## src/hdl/pbo_pkg.sv

```systemverilog
`default_nettype none

package pbo_pkg;

    localparam int ENTRIES_DEF = 8;

    localparam logic [7:0] CODE_POOL_RST         = 8'd1;
    localparam logic [7:0] CODE_MAC_TO_UPPER_RST = 8'd2;
    localparam logic [7:0] CODE_MAC_RST          = 8'd3;
    localparam logic [7:0] CODE_UPPER_TO_MAC_RST = 8'd4;
    localparam logic [7:0] CODE_UPPER_RST        = 8'd5;

    typedef enum logic [2:0] {
        OP_ALLOC = 3'd0,
        OP_FREE  = 3'd1,
        OP_CLEAR = 3'd2,
        OP_SENT  = 3'd3,
        OP_RECV  = 3'd4,
        OP_DATA  = 3'd5,
        OP_ADV   = 3'd6,
        OP_WRITE = 3'd7
    } t_op;

    typedef enum logic [1:0] {
        ST_OK     = 2'd0,
        ST_UNUSED = 2'd1,
        ST_BAD    = 2'd2,
        ST_NONE   = 2'd3
    } t_status;

    typedef enum logic [1:0] {
        HK_NONE  = 2'd0,
        HK_SHORT = 2'd1,
        HK_LONG  = 2'd2
    } t_hop_kind;

    typedef enum logic [1:0] {
        TK_UNICAST = 2'd0,
        TK_ANYCAST = 2'd1
    } t_target_kind;

    typedef enum logic [2:0] {
        REG_POOL         = 3'd0,
        REG_MAC_TO_UPPER = 3'd1,
        REG_MAC          = 3'd2,
        REG_UPPER_TO_MAC = 3'd3,
        REG_UPPER        = 3'd4
    } t_reg;

    typedef enum logic [1:0] {
        S_IDLE,
        S_RD,
        S_EVAL,
        S_RESP
    } t_state;

    typedef struct packed {
        logic [2:0]  operation;
        logic [7:0]  slot;
        logic [7:0]  owner_code;
        logic [7:0]  creator_code;
        logic [1:0]  hop_kind;
        logic [63:0] hop_address;
        logic [1:0]  target_kind;
    } t_cmd;

    typedef struct packed {
        logic [1:0] status;
        logic [5:0] entry_index;
    } t_result;

    typedef struct packed {
        logic [7:0]  owner;
        logic [7:0]  creator;
        logic [1:0]  hop_kind;
        logic [63:0] hop_address;
    } t_entry;

    typedef struct packed {
        logic [7:0] pool;
        logic [7:0] mac_to_upper;
        logic [7:0] mac;
        logic [7:0] upper_to_mac;
        logic [7:0] upper;
    } t_codes;

    typedef struct packed {
        logic wr;
        logic clr;
    } t_mem_ctl;

    function automatic logic f_bcast(logic [1:0] kind, logic [63:0] addr);
        logic b;
        b = 1'b0;
        if (kind == HK_SHORT) begin
            b = (addr[15:0] == 16'hFFFF);
        end else if (kind == HK_LONG) begin
            b = (addr == 64'hFFFF_FFFF_FFFF_FFFF);
        end
        return b;
    endfunction

endpackage

`default_nettype wire

```

## src/hdl/pbo_mem.sv

```systemverilog
`default_nettype none

module pbo_mem #(
    parameter int ENTRIES = pbo_pkg::ENTRIES_DEF,
    localparam int IW = $clog2(ENTRIES)
) (
    input  wire logic              i_clk,
    input  wire logic              i_rst_n,
    input  wire logic [IW-1:0]     i_addr,
    input  wire pbo_pkg::t_mem_ctl i_ctl,
    input  wire pbo_pkg::t_entry   i_wdata,
    output pbo_pkg::t_entry        o_rdata
);
    import pbo_pkg::*;

    t_entry               r_mem [ENTRIES];
    t_entry               r_rdata;
    logic [ENTRIES-1:0]   r_valid;
    logic                 r_rd_valid;

    always_ff @(posedge i_clk) begin
        if (i_ctl.wr) begin
            r_mem[i_addr] <= i_wdata;
        end
        r_rdata <= r_mem[i_addr];
    end

    always_ff @(posedge i_clk) begin
        if (!i_rst_n) begin
            r_valid    <= '0;
            r_rd_valid <= 1'b0;
        end else begin
            r_rd_valid <= r_valid[i_addr];
            if (i_ctl.wr) begin
                r_valid[i_addr] <= 1'b1;
            end else if (i_ctl.clr) begin
                r_valid[i_addr] <= 1'b0;
            end
        end
    end

    assign o_rdata = r_rd_valid ? r_rdata : '0;

endmodule

`default_nettype wire

```

## src/hdl/pbo_ctrl.sv

```systemverilog
`default_nettype none

module pbo_ctrl #(
    parameter int ENTRIES = pbo_pkg::ENTRIES_DEF,
    localparam int IW = $clog2(ENTRIES)
) (
    input  wire logic              i_clk,
    input  wire logic              i_rst_n,
    input  wire logic              i_start,
    input  wire pbo_pkg::t_cmd     i_cmd,
    input  wire pbo_pkg::t_codes   i_codes,
    output logic                   o_busy,
    output logic                   o_strobe,
    output pbo_pkg::t_result       o_result,
    output logic [IW-1:0]          o_addr,
    output pbo_pkg::t_mem_ctl      o_ctl,
    output pbo_pkg::t_entry        o_wdata,
    input  wire pbo_pkg::t_entry   i_rdata
);
    import pbo_pkg::*;

    localparam logic [IW-1:0] LAST = IW'(ENTRIES - 1);

    t_state        r_state, n_state;
    t_cmd          r_cmd, n_cmd;
    logic [IW-1:0] r_idx, n_idx;
    logic [1:0]    r_status, n_status;
    logic [5:0]    r_index, n_index;
    logic          accept;
    logic          slot_bad;
    logic          eval_done;
    logic          hit;

    function automatic logic f_match(t_entry e, t_cmd c, t_codes k);
        logic b;
        logic m;
        b = f_bcast(e.hop_kind, e.hop_address);
        m = 1'b0;
        case (c.operation)
            OP_SENT: m = (e.owner == k.mac_to_upper) && (e.creator != k.mac);
            OP_RECV: m = (e.owner == k.mac_to_upper) && (e.creator == k.mac);
            OP_DATA: begin
                if (c.target_kind == TK_UNICAST) begin
                    m = (e.owner == k.upper_to_mac) && (e.hop_kind == HK_LONG)
                        && (e.hop_address == c.hop_address);
                end else if (c.target_kind == TK_ANYCAST) begin
                    m = (e.owner == k.upper_to_mac) && ((e.creator != k.upper) || !b);
                end
            end
            OP_ADV: m = (e.owner == k.upper_to_mac) && (e.creator == k.upper) && b;
            default: m = 1'b0;
        endcase
        return m;
    endfunction

    assign accept   = i_start && (r_state == S_IDLE);
    assign slot_bad = (32'(i_cmd.slot) >= 32'(ENTRIES));
    assign hit      = f_match(i_rdata, r_cmd, i_codes);

    always_comb begin
        case (r_cmd.operation)
            OP_ALLOC: eval_done = (i_rdata.owner == 8'd0) || (r_idx == LAST);
            OP_FREE:  eval_done = 1'b1;
            OP_WRITE: eval_done = 1'b1;
            OP_CLEAR: eval_done = (r_idx == LAST);
            default:  eval_done = hit || (r_idx == LAST);
        endcase
    end

    always_comb begin
        n_state = r_state;
        case (r_state)
            S_IDLE: begin
                if (accept) begin
                    if ((i_cmd.operation == OP_FREE || i_cmd.operation == OP_WRITE)
                        && slot_bad) begin
                        n_state = S_RESP;
                    end else begin
                        n_state = S_RD;
                    end
                end
            end
            S_RD:   n_state = S_EVAL;
            S_EVAL: n_state = eval_done ? S_RESP : S_RD;
            S_RESP: n_state = S_IDLE;
            default: n_state = S_IDLE;
        endcase
    end

    always_comb begin
        n_cmd    = r_cmd;
        n_idx    = r_idx;
        n_status = r_status;
        n_index  = r_index;
        o_ctl    = '0;
        o_wdata  = i_rdata;
        case (r_state)
            S_IDLE: begin
                if (accept) begin
                    n_cmd    = i_cmd;
                    n_index  = 6'd0;
                    n_idx    = '0;
                    n_status = (i_cmd.operation == OP_CLEAR) ? ST_OK : ST_NONE;
                    if (i_cmd.operation == OP_FREE || i_cmd.operation == OP_WRITE) begin
                        if (slot_bad) begin
                            n_status = ST_BAD;
                        end else begin
                            n_idx = i_cmd.slot[IW-1:0];
                        end
                    end
                end
            end
            S_EVAL: begin
                case (r_cmd.operation)
                    OP_ALLOC: begin
                        o_wdata.owner = i_codes.pool;
                        if (i_rdata.owner == 8'd0) begin
                            o_ctl.wr = 1'b1;
                            n_status = ST_OK;
                            n_index  = 6'(r_idx);
                        end
                    end
                    OP_FREE: begin
                        o_ctl.clr = 1'b1;
                        n_status  = (i_rdata.owner == 8'd0) ? ST_UNUSED : ST_OK;
                        n_index   = 6'(r_idx);
                    end
                    OP_CLEAR: begin
                        o_ctl.clr = (i_rdata.owner == r_cmd.owner_code);
                    end
                    OP_WRITE: begin
                        o_wdata.owner       = r_cmd.owner_code;
                        o_wdata.creator     = r_cmd.creator_code;
                        o_wdata.hop_kind    = r_cmd.hop_kind;
                        o_wdata.hop_address = r_cmd.hop_address;
                        o_ctl.wr            = 1'b1;
                        n_status            = ST_OK;
                        n_index             = 6'(r_idx);
                    end
                    default: begin
                        if (hit) begin
                            n_status = ST_OK;
                            n_index  = 6'(r_idx);
                        end
                    end
                endcase
                if (!eval_done) begin
                    n_idx = r_idx + 1'b1;
                end
            end
            default: begin
            end
        endcase
    end

    always_ff @(posedge i_clk) begin
        if (!i_rst_n) begin
            r_state <= S_IDLE;
        end else begin
            r_state <= n_state;
        end
    end

    always_ff @(posedge i_clk) begin
        r_cmd    <= n_cmd;
        r_idx    <= n_idx;
        r_status <= n_status;
        r_index  <= n_index;
    end

    assign o_addr               = r_idx;
    assign o_busy               = (r_state != S_IDLE);
    assign o_strobe             = (r_state == S_RESP);
    assign o_result.status      = r_status;
    assign o_result.entry_index = r_index;

    a_strobe_ends: assert property (@(posedge i_clk) disable iff (!i_rst_n)
        o_strobe |=> !o_busy)
        else $error("result strobe not followed by idle");

    a_start_busy: assert property (@(posedge i_clk) disable iff (!i_rst_n)
        (i_start && !o_busy) |=> o_busy)
        else $error("accepted transaction did not raise busy");

    a_miss_index: assert property (@(posedge i_clk) disable iff (!i_rst_n)
        (o_strobe && (o_result.status == ST_BAD || o_result.status == ST_NONE))
        |-> (o_result.entry_index == 6'd0))
        else $error("nonzero index on failed transaction");

    a_write_eval: assert property (@(posedge i_clk) disable iff (!i_rst_n)
        (o_ctl.wr || o_ctl.clr) |-> (r_state == S_EVAL))
        else $error("table update outside evaluation");

    a_wr_clr: assert property (@(posedge i_clk) disable iff (!i_rst_n)
        !(o_ctl.wr && o_ctl.clr))
        else $error("write and clear together");

endmodule

`default_nettype wire

```

## src/hdl/packet_buffer_pool_owner_table.sv

```systemverilog
// Channel   Signals                                         Direction
// command   i_start, o_busy, i_cmd                          in
// result    o_strobe, o_result                              out
// config    i_cfg_valid, o_cfg_ready, i_cfg_index, i_cfg_data  in
//
// A transaction visits table entries, each with a memory read and then an
// evaluate and write-back, and ends in a result state. Clear visits every
// entry, alloc and the searches stop at the first free or matching one, free
// and write visit only their slot; a bad slot goes straight to the result.
// Reset is synchronous and clears the valid bits, so the table reads as free
// at once. The result is shown for one cycle and cannot be stalled.
`default_nettype none

module packet_buffer_pool_owner_table #(
    parameter int ENTRIES = pbo_pkg::ENTRIES_DEF
) (
    input  wire logic             i_clk,
    input  wire logic             i_rst_n,
    input  wire logic             i_start,
    output logic                  o_busy,
    input  wire pbo_pkg::t_cmd    i_cmd,
    output logic                  o_strobe,
    output pbo_pkg::t_result      o_result,
    input  wire logic             i_cfg_valid,
    output logic                  o_cfg_ready,
    input  wire logic [2:0]       i_cfg_index,
    input  wire logic [7:0]       i_cfg_data
);
    import pbo_pkg::*;

    localparam int IW = $clog2(ENTRIES);

    t_codes        r_codes;
    logic [IW-1:0] addr;
    t_mem_ctl      ctl;
    t_entry        wdata;
    t_entry        rdata;

    assign o_cfg_ready = 1'b1;

    always_ff @(posedge i_clk) begin
        if (!i_rst_n) begin
            r_codes.pool         <= CODE_POOL_RST;
            r_codes.mac_to_upper <= CODE_MAC_TO_UPPER_RST;
            r_codes.mac          <= CODE_MAC_RST;
            r_codes.upper_to_mac <= CODE_UPPER_TO_MAC_RST;
            r_codes.upper        <= CODE_UPPER_RST;
        end else if (i_cfg_valid && o_cfg_ready) begin
            case (i_cfg_index)
                REG_POOL:         r_codes.pool         <= i_cfg_data;
                REG_MAC_TO_UPPER: r_codes.mac_to_upper <= i_cfg_data;
                REG_MAC:          r_codes.mac          <= i_cfg_data;
                REG_UPPER_TO_MAC: r_codes.upper_to_mac <= i_cfg_data;
                REG_UPPER:        r_codes.upper        <= i_cfg_data;
                default: begin
                end
            endcase
        end
    end

    pbo_ctrl #(
        .ENTRIES(ENTRIES)
    ) u_ctrl (
        .i_clk    (i_clk),
        .i_rst_n  (i_rst_n),
        .i_start  (i_start),
        .i_cmd    (i_cmd),
        .i_codes  (r_codes),
        .o_busy   (o_busy),
        .o_strobe (o_strobe),
        .o_result (o_result),
        .o_addr   (addr),
        .o_ctl    (ctl),
        .o_wdata  (wdata),
        .i_rdata  (rdata)
    );

    pbo_mem #(
        .ENTRIES(ENTRIES)
    ) u_mem (
        .i_clk   (i_clk),
        .i_rst_n (i_rst_n),
        .i_addr  (addr),
        .i_ctl   (ctl),
        .i_wdata (wdata),
        .o_rdata (rdata)
    );

endmodule

`default_nettype wire

```

## config.mk

```make
export PLATFORM = sky130hd
export DESIGN_NAME = packet_buffer_pool_owner_table
export DESIGN_NICKNAME = d
export VERILOG_FILES = /design/src/hdl/pbo_pkg.sv /design/src/hdl/pbo_mem.sv /design/src/hdl/pbo_ctrl.sv /design/src/hdl/packet_buffer_pool_owner_table.sv
export SDC_FILE = /design/constraint.sdc
export NUM_CORES = 1
export LEC_CHECK = 0
export ABC_AREA = 1
export BUFFER_PORTS_ARGS = -buffer_cell sky130_fd_sc_hd__buf_2
export CORE_UTILIZATION = 30
export CTS_CLUSTER_DIAMETER = 80
export CTS_CLUSTER_SIZE = 10
export DETAILED_ROUTE_END_ITERATION = 8
export PLACE_DENSITY = 0.46
export SLEW_MARGIN = 10
export SYNTH_ARGS = -nofsm -noshare
export SYNTH_HDL_FRONTEND = slang
export SYNTH_SLANG_ARGS = --single-unit
```

## constraint.sdc

```tcl
create_clock -name i_clk -period 9 [get_ports i_clk]
set_input_delay 0 -clock i_clk [delete_from_list [all_inputs] [get_ports i_clk]]
set_output_delay 0 -clock i_clk [all_outputs]
set_load 0.05 [all_outputs]
```

* Word-level counts from Yosys, hierarchy flattened
Memory sizes are Yosys's and may differ from the RTL's. A register that Yosys moved wholly into a read port is not among the register bits. Index checks and enable logic that the tools add are counted.
Operators by class: $add $sub $neg 1, order comparisons 3, equality and inequality tests 37, muxes and demuxes 45, bitwise operators 3, reduce and logical (&&, ||, !) cells 33
Operator list (number):
- $mux W82 | 2
- $mux W74 | 1
- $eq A64 B64 Y1 | 1
- $eq A64 B64 Y1 const B | 1
- $eq A8 B8 Y1 | 5
- $eq A3 B3 Y1 const B | 7
- $mux W2 | 10
- $mux W6 | 3
- $pmux W6 S3 | 1
- $eq A16 B16 Y1 const B | 1
- $mux W8 | 2
- $ne A8 B8 Y1 | 2
- $pmux W2 S4 | 2
- $pmux W8 S2 | 1
- $eq A3 B2 Y1 const B | 5
- $mux W3 | 4
- $pmux W6 S2 | 1
- $reduce_and A2 Y1 | 6
- $logic_and A1 B1 Y1 | 10
- $mux W1 | 10
- $reduce_and A5 Y1 | 2
- $eq A3 B1 Y1 const B | 3
- $and A8 B8 Y8 | 1
- $ge A8 B4 Y1 const B | 1
- 27 further kinds | 40
Word-level totals: flip-flop bits (word level) 149, memory bits (writable) 656, bits of input ports 110, output and inout bits 11, word-level logic and storage cells 140, memories 1
Memory list:
- u_mem.r_mem | words 8, bits a word 82, read ports 1, clocked after Yosys merged registers in 1, write ports 1, RTL line pbo_mem.sv:16 | t_entry r_mem [ENTRIES];

* Logic depth before layout (Yosys ltp)
Gate-level depths: netlist of run 1.
word-level depth 14, mapped depth 21, gate-level depth less buffers 19

* Modules after synthesis
A second synthesis of run 1 with hierarchy kept.
Second synthesis, totals: cell total of the unflattened synthesis 3477, area, all modules 36492.5 um^2
Modules (own cells, without submodules):
- pbo_mem | times used 1, cells an instance 2422, area each 28678.8 um^2, sequential area each 21520.6 um^2
- pbo_ctrl | times used 1, cells an instance 819, area each 6214.7 um^2, sequential area each 2892.8 um^2
- packet_buffer_pool_owner_table | times used 1, cells an instance 236, area each 1599.0 um^2, sequential area each 800.8 um^2

* Least setup slack after synthesis of run 1
Ideal clock, no wire load.
path kind flip-flop to flip-flop, from reg u_ctrl.r_state[0], to reg u_ctrl.r_index[0], enable pin, arrival time 4986 ps, required time 8701 ps, slack 3715 ps, stages on the path, launching flop included 8, buffers on the path 0, clock period less this slack 5285 ps, cell sequence dfxtp_1 -> nor2_1 -> inv_1 -> nor2_1 -> nor2_1 -> nor2_1 -> o31ai_2 -> inv_1
Between the ends: word-level cells in the longest chain between the ends 4, elaborated cells on any way between the ends 9
RTL lines:
- start, declared | RTL line pbo_ctrl.sv:24 | t_state r_state, n_state;
- start signal, assigned | RTL line pbo_ctrl.sv:160 | r_state <= n_state;
- $logic_not A2 Y1 | RTL line pbo_ctrl.sv:56, pbo_ctrl.sv:97
- $logic_and A1 B1 Y1 | RTL line pbo_ctrl.sv:56 | assign accept = i_start && (r_state == S_IDLE);
- $ne A2 B1 Y1 (no source line)
- $reduce_and A5 Y1 (no source line) *
- end signal, assigned | RTL line pbo_ctrl.sv:168 | r_index <= n_index;
- end, declared | RTL line pbo_ctrl.sv:28 | logic [5:0] r_index, n_index;
Mark *: on every way between the ends. The rest lies on a longest branch, timed or not. A chain may end at the register's enable or synchronous reset.

* Worst setup path in the final report of run 1
from reg u_ctrl.r_state[1], to mem u_mem.r_mem[6][18] (netlist name), enable pin
Between the ends: word-level cells in the longest chain between the ends 4
RTL lines:
- $eq A2 B2 Y1 | RTL line pbo_ctrl.sv:97 | case (r_state)
- $mux W2 | RTL line pbo_ctrl.sv:97
- $mux W1 | RTL line pbo_mem.sv:22 | if (i_ctl.wr) begin
- $mux W1 (not written as such) | RTL line pbo_mem.sv:23 | r_mem[i_addr] <= i_wdata;
- end, declared | RTL line pbo_mem.sv:16
No other way between the ends.

==> summary.md, run 1 <==
| Metric | Value |
|---|---|
| Outcome | `complete, no violations` |
| Worst Setup SP | `u_ctrl.r_state[1]` |
| Standard-cell row count | `121` |
| R2r setup slk | `4.60 ns` |
| Final hold viol count | `0` |
| Critical path endpoint category | `register` |
| Tcrit/Tclk final | `48.9%` |
| Num CTS Buffers | `99` |
| Arrival time worst endpoint | `4.69 ns` |
| Area of the multi-input gates | `0.00726 mm²` |
| Worst flop-to-flop path startpoint | `u_ctrl.r_state[1]` |
| Data required, critical path | `9.28 ns` |
| Pwr Density | `227 mW/mm²` |
| YS warnings | `0` |
| Number of distinct library cells after synthesis | `36` |
| Antenna violations before repair | `2` |
| Synthesized area | `0.0333 mm²` |
| Clock root buffer | `clkbuf_16` |
| Least-Margin Pin Slew | `1.24 ns` |
| Vias in the first global route | `21200` |
| Largest net degree at the start of global routing | `159` |
| Drt first-iter violations | `1703` |
| M3 GR Usage | `2.67%` |
| GRT Resource Usage Total | `16.4%` |
| DRC errors left | `0` |
| Layout cells sized above 1 | `10.9%` |
| TritonCTS clock tree | `built` |
| Grt met2 use | `27.1%` |
| Wirelength per Cell | `21.5 µm` |
| Number of synthesized register bits | `884` |
| Post-CTS Setup Inserts | `0` |
| Avg Vias per Cell | `4.80` |
| Reg2reg end | `u_mem.r_mem[6][18]` |
| First-pass GRT wire length | `138 mm` |
| Peak Freq | `227 MHz` |
| Io pins | `121` |
| IO Port Bufs | `116` |
| Post-synthesis sequential area ratio | `75.6%` |
| Met1 capacity usage during global routing | `22.3%` |
| DPL Wire Length | `50.8 mm` |
| Critical path type | `register to register` |
| Critical path launch point type | `register` |
| Via count | `20800` |
| Count of nets after finishing | `2883` |
| Mapped Cells | `2501` |
| DP Cell Count | `4018` |
| Clk buf depth | `3` |
| H-tree level count | `3` |
| Clock transition at the registers of the reported paths | `0.06 ns` |
| Clock Latency Late Sink | `0.68 ns` |
| Worst r2r path cells | `10` |
| Crit path time final | `4.40 ns` |
| Routability cong. | `0.824` |
| Rel. slew slack | `16.3%` |
| Max Fanout on Critical Path | `47` |
| FF/Latch Area | `0.0252 mm²` |
| N_diodes | `0` |
| Setup TNS Final | `0 ns` |
| Slew Limit Fails | `0` |
| Final Util | `36.4%` |
| Clk_skew | `0.0438 ns` |
| Synth top area share | `67.6%` |
| Max-Cap Viols | `0` |
| Largest area contributor in the netlist | `edfxtp_1` |
| Worst hold path class | `primary input to register` |
| Die height | `335 µm` |
| Filler Cell Count | `10500` |
| Starting Density | `30.5%` |
| Die X | `335 µm` |
| Hold Buf Count CTS | `128` |
| RSZ-0062 raised after global routing | `false` |
| Leak pwr | `13.2 nW` |
| Final antenna-violating net count | `0` |
| Layout Cells excl Fill | `4331` |
| DRT Wirelength | `93.1 mm` |
| Die area | `0.112 mm²` |
| Max VDD drop | `0.000138 V` |
| Post-cts repair resize count | `0` |
| Synthesis-to-finish area growth | `19.5%` |
| Area contributors post-synth | `edfxtp_1 68%, dfxtp_1 8.0%, nand2_1 6.5%` |
| Avg Inst Size Synth | `13.3 µm²` |
| Most Crowded Layer GR | `met2` |
| Setup violations, final | `0` |
| DR pass1 iterations | `5` |
| Total gr overflow | `0` |
| Worst Setup EP | `u_mem.r_mem[6][18]` |
| CTS sink cnt | `884` |
| Placeable Area | `0.109 mm²` |
## cells in the mapped netlist (all sizes together)
| cell | instances |
|---|---|
| ha | 2 |
| conb | 2 |
| or2 | 17 |
| edfxtp | 751 |
| a21oi | 29 |
| a22o | 55 |
| buf | 42 |
| a22oi | 95 |
| nand4 | 94 |
| nor3 | 17 |
| o22ai | 1 |
| a221oi | 67 |
| o2111ai | 1 |
| nand3 | 64 |
| clkbuf | 70 |
| nor2 | 152 |
| nand3b | 16 |
| nor3b | 1 |
| o31ai | 1 |
| inv | 114 |
| clkinv | 2 |
| nand2 | 581 |
| dfxtp | 133 |
| o21ai | 148 |
| xnor2 | 17 |
| nor4 | 4 |
| xor2 | 25 |
## worst min path at each step
stage	to	cells past startpoint	start
6_report	u_ctrl.r_cmd[17]	2	i_cmd[17]
5_1_grt	u_ctrl.r_cmd[1]	2	i_cmd[1]
3_3_place_gp	u_ctrl.r_cmd[6]	1	i_cmd[6]
2_1_floorplan	u_ctrl.r_cmd[0]	0	i_cmd[0]
4_1_cts	u_ctrl.r_cmd[40]	2	i_cmd[40]
3_5_place_dp	u_ctrl.r_cmd[31]	1	i_cmd[31]
## stage by stage
stage	hold slack (ns)	worst slack, ns	area (µm²)	power, W
3_3_place_gp	0.178	4.63	35600	0.00536
2_1_floorplan	0.0989	3.71	33400	0.00508
3_5_place_dp	0.178	4.52	35600	0.00536
6_report	0.0404	4.60	39900	0.00904
5_1_grt	0.00963	4.26	39900	0.00936
4_1_cts	0.00110	4.54	39900	0.00915
## registers in the layout (all words and copies together) (netlist names), named ones only
name and cells:
u_mem.r_rd_valid 1, u_ctrl.r_index 3, u_ctrl.r_status 2, u_ctrl.o_addr 3, u_ctrl.r_state 2, u_mem.r_rdata 82, r_codes 40, u_ctrl.r_cmd 87
u_mem.r_mem 656
## power by group
part / total (W) / switching [W] / internal (W)
Sequential: 0.00467 / 0.000115 / 0.00456
Combinational: 0.000642 / 0.000412 / 0.000230
Clock: 0.00373 / 0.00160 / 0.00213
## metal layers
metal	vias up	wire length [µm]
li1	9682	-
met1	10400	42700
met2	558	43900
met3	124	4460
met4	2	2110
met5	-	8
## logic make-up after synthesis
kind of cell	count (synthesis)	synth area share [%]
AND/OR/NAND/NOR	946	12.2
flip-flops	884	75.6
AO/OA/AOI/OAI	397	8.09
buffers and inverters	228	2.87
XOR/XNOR	42	1.10
adder cells (fa/ha/maj)	2	0.0750
other	2	0.0225
## final cells by class
type,count,area share [%]
clock buffers,176,7.02
clock inverters,9,0.370
inverters,116,1.09
multi-input cells,1391,18.2
flip-flops and latches,884,63.3
well taps,1476,4.63
repair buffers,279,5.39
## worst max-delay path: stages (launching register included)
cell and delay, ns:
dfxtp_1 0.34, inv_1 0.08, nor2_4 0.19, clkinv_1 0.34, nor2_1 0.66, inv_1 0.13, o21ai_2 0.26, inv_2 0.21
nor2_4 0.58, buf_4 0.45, buf_4 0.75
## layout by cell type (no fill, tap or decap), types with 4 or more instances in the layout
cell	n
a21oi_1	29
a221oi_1	67
a22o_1	55
a22oi_1	95
buf_2	116
buf_4	33
clkbuf_1	75
clkbuf_16	100
conb_1	4
dfxtp_1	132
dlygate4sd3_1	128
edfxtp_1	751
inv_1	107
inv_2	7
nand2_1	577
nand2_2	4
nand3_1	64
nand3b_1	16
nand4_1	94
nor2_1	141
nor2_4	11
nor3_1	8
nor3_2	7
nor4_1	4
o21ai_0	147
or2_2	17
xnor2_1	17
xor2_1	25
Power figures use the tool's default switching activity.
==> run 2: changes to the inputs <==
==> constraint.sdc (replaced) <==
create_clock -name i_clk -period 4.1 [get_ports i_clk]
set_input_delay 0 -clock i_clk [delete_from_list [all_inputs] [get_ports i_clk]]
set_output_delay 0 -clock i_clk [all_outputs]
set_load 0.05 [all_outputs]
==> summary.md, run 2 (synthesis results as in run 1) <==
| Metric | Value |
|---|---|
| Starting Density | `30.5% (unchanged)` |
| Peak Freq | `288 MHz (+27%)` |
| GRT Resource Usage Total | `16.2% (-0.20 points)` |
| Highest-count cells in the layout ignoring fill and taps | `751 x edfxtp_1, 577 x nand2_1, 158 x dlygate4sd3_1, 147 x o21ai_0, 141 x nor2_1` |
| Outcome | `complete, no violations` |
| Commonest non-fill, non-tap cell in the layout | `edfxtp_1` |
| Slew Limit Fails | `0 (unchanged)` |
| Pwr Density | `492 mW/mm² (+120%)` |
| DRC errors left | `0 (unchanged)` |
| Wirelength per Cell | `21.1 µm (-1.9%)` |
| Total gr overflow | `0 (unchanged)` |
| Top flop regs | `u_mem.r_mem: 656 flops, u_ctrl.r_cmd: 87 flops, u_mem.r_rdata: 82 flops` |
| Io pins | `121 (unchanged)` |
| Largest net degree at the start of global routing | `149 (-6.3%)` |
| Least-Margin Pin Slew | `1.22 ns (-0.0262 ns)` |
| Clk buf depth | `3 (unchanged)` |
| Placeable Area | `0.109 mm² (unchanged)` |
| Worst Setup SP | `u_mem.r_rd_valid` |
| First-pass GRT wire length | `135 mm (-1.6%)` |
| Max-Cap Viols | `0 (unchanged)` |
| Die X | `335 µm (unchanged)` |
| Tcrit/Tclk final | `84.8% (+36 points)` |
| CP dominant cell by count | `nand2_1` |
| Vias in the first global route | `20700 (-2.6%)` |
| Worst hold path class | `primary input to register` |
| IO Port Bufs | `116 (unchanged)` |
| Max VDD drop | `0.000353 V (+160%)` |
| Cell count of the worst hold path | `2 (unchanged)` |
| N_diodes | `0 (unchanged)` |
| Num CTS Buffers | `99 (unchanged)` |
| RSZ-0062 raised after global routing | `false` |
| Data required, critical path | `4.49 ns (-4.79 ns)` |
| Clock transition at the registers of the reported paths | `0.06 ns (about the same)` |
| Max Fanout on Critical Path | `71 (+51%)` |
| Antenna violations before repair | `2 (unchanged)` |
| Clock root buffer | `clkbuf_16` |
| Post-CTS Setup Inserts | `0 (unchanged)` |
| Setup violations, final | `0 (unchanged)` |
| Filler Cell Count | `10400 (-1.0%)` |
| Arrival time worst endpoint | `3.86 ns (-0.83 ns)` |
| DR pass1 iterations | `5 (unchanged)` |
| Critical path endpoint category | `register` |
| TritonCTS clock tree | `built` |
| Clk_skew | `0.0450 ns (+0.00121 ns)` |
| Worst hold start | `i_cmd[57]` |
| Synthesis-to-finish area growth | `21.2%` |
| Slowest library cell on the worst path | `dfxtp_4` |
| Standard-cell row count | `121 (unchanged)` |
| Crit-path cells | `buf_12, nand2_1, xor2_1, nand2_1, nor2_1, nand2_1, nor2_1, nand3_1, nand2_1, nand2_1, nand2_1, nand2_1, nand2_2, nand2_1, nand3_1, a21oi_1` |
| Worst flop-to-flop path startpoint | `u_mem.r_rd_valid` |
| Die height | `335 µm (unchanged)` |
| R2r setup slk | `0.63 ns (-3.97 ns)` |
| Avg Vias per Cell | `4.82 (+0.40%)` |
| Routability cong. | `0.770 (-6.6%)` |
| Reg2reg end | `u_ctrl.o_addr[1]` |
| Via count | `21000 (+1.1%)` |
| Critical path launch point type | `register` |
| Largest stage delay on the critical path | `0.69 ns (-0.06 ns)` |
| Rel. slew slack | `18.1% (+1.8 points)` |
| Number of flip-flops in the largest register | `656 (unchanged)` |
| Setup TNS Final | `0 ns (unchanged)` |
| Count of nets after finishing | `2913 (+1.0%)` |
| Critical path type | `register to register` |
| Final hold viol count | `0 (unchanged)` |
| DRT Wirelength | `92.0 mm (-1.2%)` |
| Leak pwr | `13.4 nW (+1.4%)` |
| Place WS | `0.674 ns (-3.84 ns)` |
| Worst setup slack after layout | `0.625 ns (-3.97 ns)` |
| Layout cells sized above 1 | `10.8% (-0.16 points)` |
| Drt first-iter violations | `1695 (-0.47%)` |
| H-tree level count | `3 (unchanged)` |
| Biggest register | `u_mem.r_mem` |
| Die area | `0.112 mm² (unchanged)` |
| CTS sink cnt | `884 (unchanged)` |
| Worst Hold End | `u_ctrl.r_cmd[57]` |
| Final antenna-violating net count | `0 (unchanged)` |
| Crit path time final | `3.47 ns (-0.930 ns)` |
| Worst r2r path cells | `16 (+6)` |
| Clock Latency Late Sink | `0.69 ns (about the same)` |
| DPL Wire Length | `48.7 mm (-4.2%)` |
-- run 2: worst max-delay path: cells and delay by family (launching register included) --
| kind | cells | cell delay [ns] |
|---|---|---|
| compound gates | 1 | 0.13 |
| xor+xnor | 1 | 0.28 |
| buf+inv | 1 | 0.36 |
| flops | 1 | 0.69 |
| simple gates | 13 | 1.67 |
-- run 2: per-stage QoR --
stage / std cells / utilization (%) / power (W) / hold WS (ns) / cell area, µm²
5_1_grt: 4363 / 36.9 / 0.0206 / 0.0175 / 40400
2_1_floorplan: 2503 / - / 0.0111 / 0.0989 / 33400
3_5_place_dp: 4018 / 32.7 / 0.0118 / 0.178 / 35800
4_1_cts: 4363 / 36.9 / 0.0201 / 0.000800 / 40400
6_report: 4363 / 36.9 / 0.0199 / 0.0322 / 40400
3_3_place_gp: 4018 / 32.7 / 0.0118 / 0.177 / 35800
-- run 2: per-layer routing --
layer / share of wire [%] / track usage (%)
met1: 47 / 23.1
met2: 46 / 25.9
met3: 4.6 / 2.23
met4: 2.1 / 4.31
met5: 0 / 0
-- run 2: power breakdown --
| group | internal [W] | total (W) | switching, W | leakage (nW) |
|---|---|---|---|---|
| clock network | 0.00467 | 0.00820 | 0.00353 | 1.40 |
| logic | 0.000535 | 0.00144 | 0.000907 | 4.38 |
| registers | 0.0100 | 0.0102 | 0.000244 | 7.59 |
| total | 0.0152 | 0.0199 | 0.00468 | 13.4 |
-- run 2: final cells by class --
cell class              count  area (µm²)  share of cell area [%]
clock buffers             178        2800                    6.92
well taps                1476        1850                    4.57
multi-input cells        1391        7260                    18.0
clock inverters             9         189                   0.468
inverters                 116         435                    1.08
repair buffers            309        2660                    6.59
flip-flops and latches    884       25200                    62.4
-- run 2: worst max-delay path by stage --
stage                     depth (start not counted)  slack (ns)                end
final                                            16        0.63   u_ctrl.o_addr[1]
after CTS                                        16        0.62   u_ctrl.o_addr[1]
after floorplan                                  10        0.04  u_mem.r_mem[6][0]
after global placement                           16        0.67   u_ctrl.o_addr[1]
after detailed placement                         16        0.67   u_ctrl.o_addr[1]
after global routing                             16        0.48   u_ctrl.o_addr[1]
-- run 2: repair_timing --
item | 4_1_cts | 5_1_grt
hold buffers | 158 | 0
gates resized for setup | 0 | 0
endpoints found under the hold margin | 134 | 0
==> run 3: changes to the inputs <==
==> constraint.sdc (replaced) <==
create_clock -name i_clk -period 3.45 [get_ports i_clk]
set_input_delay 0 -clock i_clk [delete_from_list [all_inputs] [get_ports i_clk]]
set_output_delay 0 -clock i_clk [all_outputs]
set_load 0.05 [all_outputs]
==> summary.md, run 3 (synthesis results as in run 1) <==
| Metric | Value |
|---|---|
| Outcome | `complete, no violations` |
| Highest-count cells in the layout ignoring fill and taps | `751 x edfxtp_1, 577 x nand2_1, 145 x o21ai_0, 141 x nor2_1, 132 x dfxtp_1` |
| Least-Margin Pin Slew | `1.12 ns (-0.0914 ns)` |
| H-tree level count | `3 (unchanged)` |
| Clk_skew | `0.0279 ns (-0.0171 ns)` |
| Count of nets after finishing | `2906 (-0.24%)` |
| Reg2reg end | `u_mem.r_mem[1][44]` |
| Worst hold start | `i_cmd[14]` |
| Slew Limit Fails | `0 (unchanged)` |
| Worst Hold End | `u_ctrl.r_cmd[14]` |
| Leak pwr | `13.4 nW (about the same)` |
| CTS sink cnt | `884 (unchanged)` |
| Total gr overflow | `0 (unchanged)` |
| Tcrit/Tclk final | `92.9% (+8.2 points)` |
| P_int | `0.0179 W (+18%)` |
| Fin Hold WS | `0.0416 ns (+0.00937 ns)` |
| Comb power frac | `7.3% (about the same)` |
| Die X | `335 µm (unchanged)` |
| Via count | `21000 (-0.22%)` |
| Standard-cell row count | `121 (unchanged)` |
| Critical path launch point type | `register` |
| Synthesis-to-finish area growth | `21.1% (about the same)` |
| Top flop regs | `u_mem.r_mem: 656 flops, u_ctrl.r_cmd: 87 flops, u_mem.r_rdata: 82 flops` |
| Pwr Density | `581 mW/mm² (+18%)` |
| Critical path endpoint category | `register` |
| Vias in the first global route | `20800 (+0.85%)` |
| Routability cong. | `0.790 (+2.7%)` |
| Number of flip-flops in the largest register | `656 (unchanged)` |
| Clk buf depth | `3 (unchanged)` |
| Final hold viol count | `0 (unchanged)` |
| Worst r2r path cells | `10 (-6)` |
| DPL Wire Length | `51.0 mm (+4.7%)` |
| Largest net degree at the start of global routing | `85 (-43%)` |
| Clock Latency Late Sink | `0.67 ns (-0.02 ns)` |
| Biggest register | `u_mem.r_mem` |
| DRC errors left | `0 (unchanged)` |
| Max Fanout on Critical Path | `24 (-66%)` |
| Worst flop-to-flop path startpoint | `u_mem.r_rd_valid` |
| GRT Resource Usage Total | `16.5% (+0.26 points)` |
| Commonest non-fill, non-tap cell in the layout | `edfxtp_1` |
| Setup violations, final | `0 (unchanged)` |
| Design area | `0.0404 mm² (about the same)` |
| Clock transition at the registers of the reported paths | `0.06 ns (about the same)` |
| Rel. slew slack | `24.2% (+6.2 points)` |
| Slowest library cell on the worst path | `nor2_4` |
| N_diodes | `0 (unchanged)` |
| Clock share of power | `40.8% (-0.4 points)` |
| Placeable Area | `0.109 mm² (unchanged)` |
| Sequential power share | `51.9% (+0.4 points)` |
| Max VDD drop | `0.000360 V (+2.0%)` |
| Clock root buffer | `clkbuf_16` |
| Wirelength per Cell | `21.6 µm (+2.3%)` |
| DP Area | `0.0362 mm² (+1.0%)` |
| Post-cts repair resize count | `0 (unchanged)` |
| Worst hold path class | `primary input to register` |
| Filler Cell Count | `10400 (+0.17%)` |
| Crit-path leading delay family | `simple AND/OR/NAND/NOR gates` |
| Arrival time worst endpoint | `3.55 ns (-0.31 ns)` |
| RSZ-0062 raised after global routing | `false` |
| Drt first-iter violations | `1638 (-3.4%)` |
| First-pass GRT wire length | `137 mm (+1.3%)` |
| Cell count of the worst hold path | `2 (unchanged)` |
| Die height | `335 µm (unchanged)` |
| DRT Wirelength | `93.8 mm (+1.9%)` |
| Data required, critical path | `3.79 ns (-0.70 ns)` |
| Antenna violations before repair | `3 (+1)` |
| Peak Freq | `312 MHz (+8.4%)` |
| Die area | `0.112 mm² (unchanged)` |
| Crit path time final | `3.21 ns (-0.270 ns)` |
| Crit-path cells | `buf_12, buf_12, nand2_1, nand2_1, nor3_2, nand4_1, o21ai_2, inv_2, nor2_4, buf_4` |
| Total net switching power | `0.00551 W (+18%)` |
| DR pass1 iterations | `5 (unchanged)` |
| Layout cells sized above 1 | `11.6% (+0.86 points)` |
| Critical path type | `register to register` |
| Avg Vias per Cell | `4.83 (+0.15%)` |
| WP buf/inv | `4 (+3)` |
| Max-Cap Viols | `0 (unchanged)` |
| Io pins | `121 (unchanged)` |
| Worst path depth | `10 (-6)` |
| Final antenna-violating net count | `0 (unchanged)` |
| TritonCTS clock tree | `built` |
| Largest stage delay on the critical path | `0.51 ns (-0.18 ns)` |
| Starting Density | `30.5% (unchanged)` |
| Sw frac | `23.5% (about the same)` |
| IO Port Bufs | `116 (unchanged)` |
| Num CTS Buffers | `98 (-1.0%)` |
| R2r setup slk | `0.24 ns (-0.38 ns)` |
-- run 3: cell count changes in the layout (fill, tap and decap cells not counted) --
| cell | change |
|---|---|
| inv_16 | +2 |
| o21ai_1 | +2 |
| buf_12 | +16 |
| bufinv_16 | -1 |
| clkinv_2 | +1 |
| clkinv_8 | -1 |
| clkinv_16 | -2 |
| buf_4 | +9 |
| dlygate4sd3_1 | -31 |
| clkbuf_1 | -8 |
| inv_6 | -1 |
| o21ai_0 | -2 |
-- run 3: power groups by stage --
stage               clock [W]  sequential (W)  combinational [W]
floorplan                   0          0.0123           0.000968
global placement            0          0.0124            0.00162
detailed placement          0          0.0124            0.00163
CTS                   0.00983          0.0122            0.00175
global route           0.0102          0.0122            0.00190
finish                0.00957          0.0122            0.00172
-- run 3: worst max-delay path by stage --
stage	start	endpoint	slack, ns
floorplan	u_mem.r_rd_valid	u_mem.r_mem[6][0]	-0.61
global placement	u_mem.r_rd_valid	u_ctrl.o_addr[2]	0.16
detailed placement	u_mem.r_rd_valid	u_ctrl.o_addr[2]	0.05
CTS	u_mem.r_rd_valid	u_ctrl.o_addr[2]	0.009
global route	u_mem.r_rd_valid	u_ctrl.o_addr[2]	0.004
finish	u_mem.r_rd_valid	u_mem.r_mem[1][44]	0.24
-- run 3: layer usage --
layer  share of wire (%)  track usage (%)  vias to the layer above  wire (µm)
li1                    -                -                     9736          -
met5                   0                0                        -          0
met3                 4.9             2.55                      141       4590
met4                 2.3             4.55                        0       2130
met1                  47             23.3                    10500      44200
met2                  46             26.3                      580      42800
-- run 3: timing repair --
action,4_1_cts,5_1_grt
buffers inserted,0,1
endpoints found under the hold margin,145,0
hold buffers,127,0
setup endpoints to repair,0,3
-- run 3: area by class of cell --
type                            instances  area (µm²)  share of cell area (%)
Clock buffer                          170        2770                    6.85
Clock inverter                          7         119                   0.294
Inverter                              116         435                    1.08
Multi-Input combinational cell       1391        7260                    18.0
Sequential cell                       884       25200                    62.4
Tap cell                             1476        1850                    4.57
Timing Repair Buffer                  303        2740                    6.79
-- run 3: metrics by stage --
stage / utilization, % / TNS, ns / instances / power [W] / setup slack (ns)
floorplan: - / -203.19 / 2503 / 0.0132 / -0.614
global placement: 33.1 / 0 / 4042 / 0.0140 / 0.157
detailed placement: 33.1 / 0 / 4042 / 0.0140 / 0.0529
CTS: 36.9 / 0 / 4346 / 0.0237 / 0.00852
global route: 36.9 / 0 / 4347 / 0.0243 / 0.00441
finish: 36.9 / 0 / 4347 / 0.0235 / 0.245
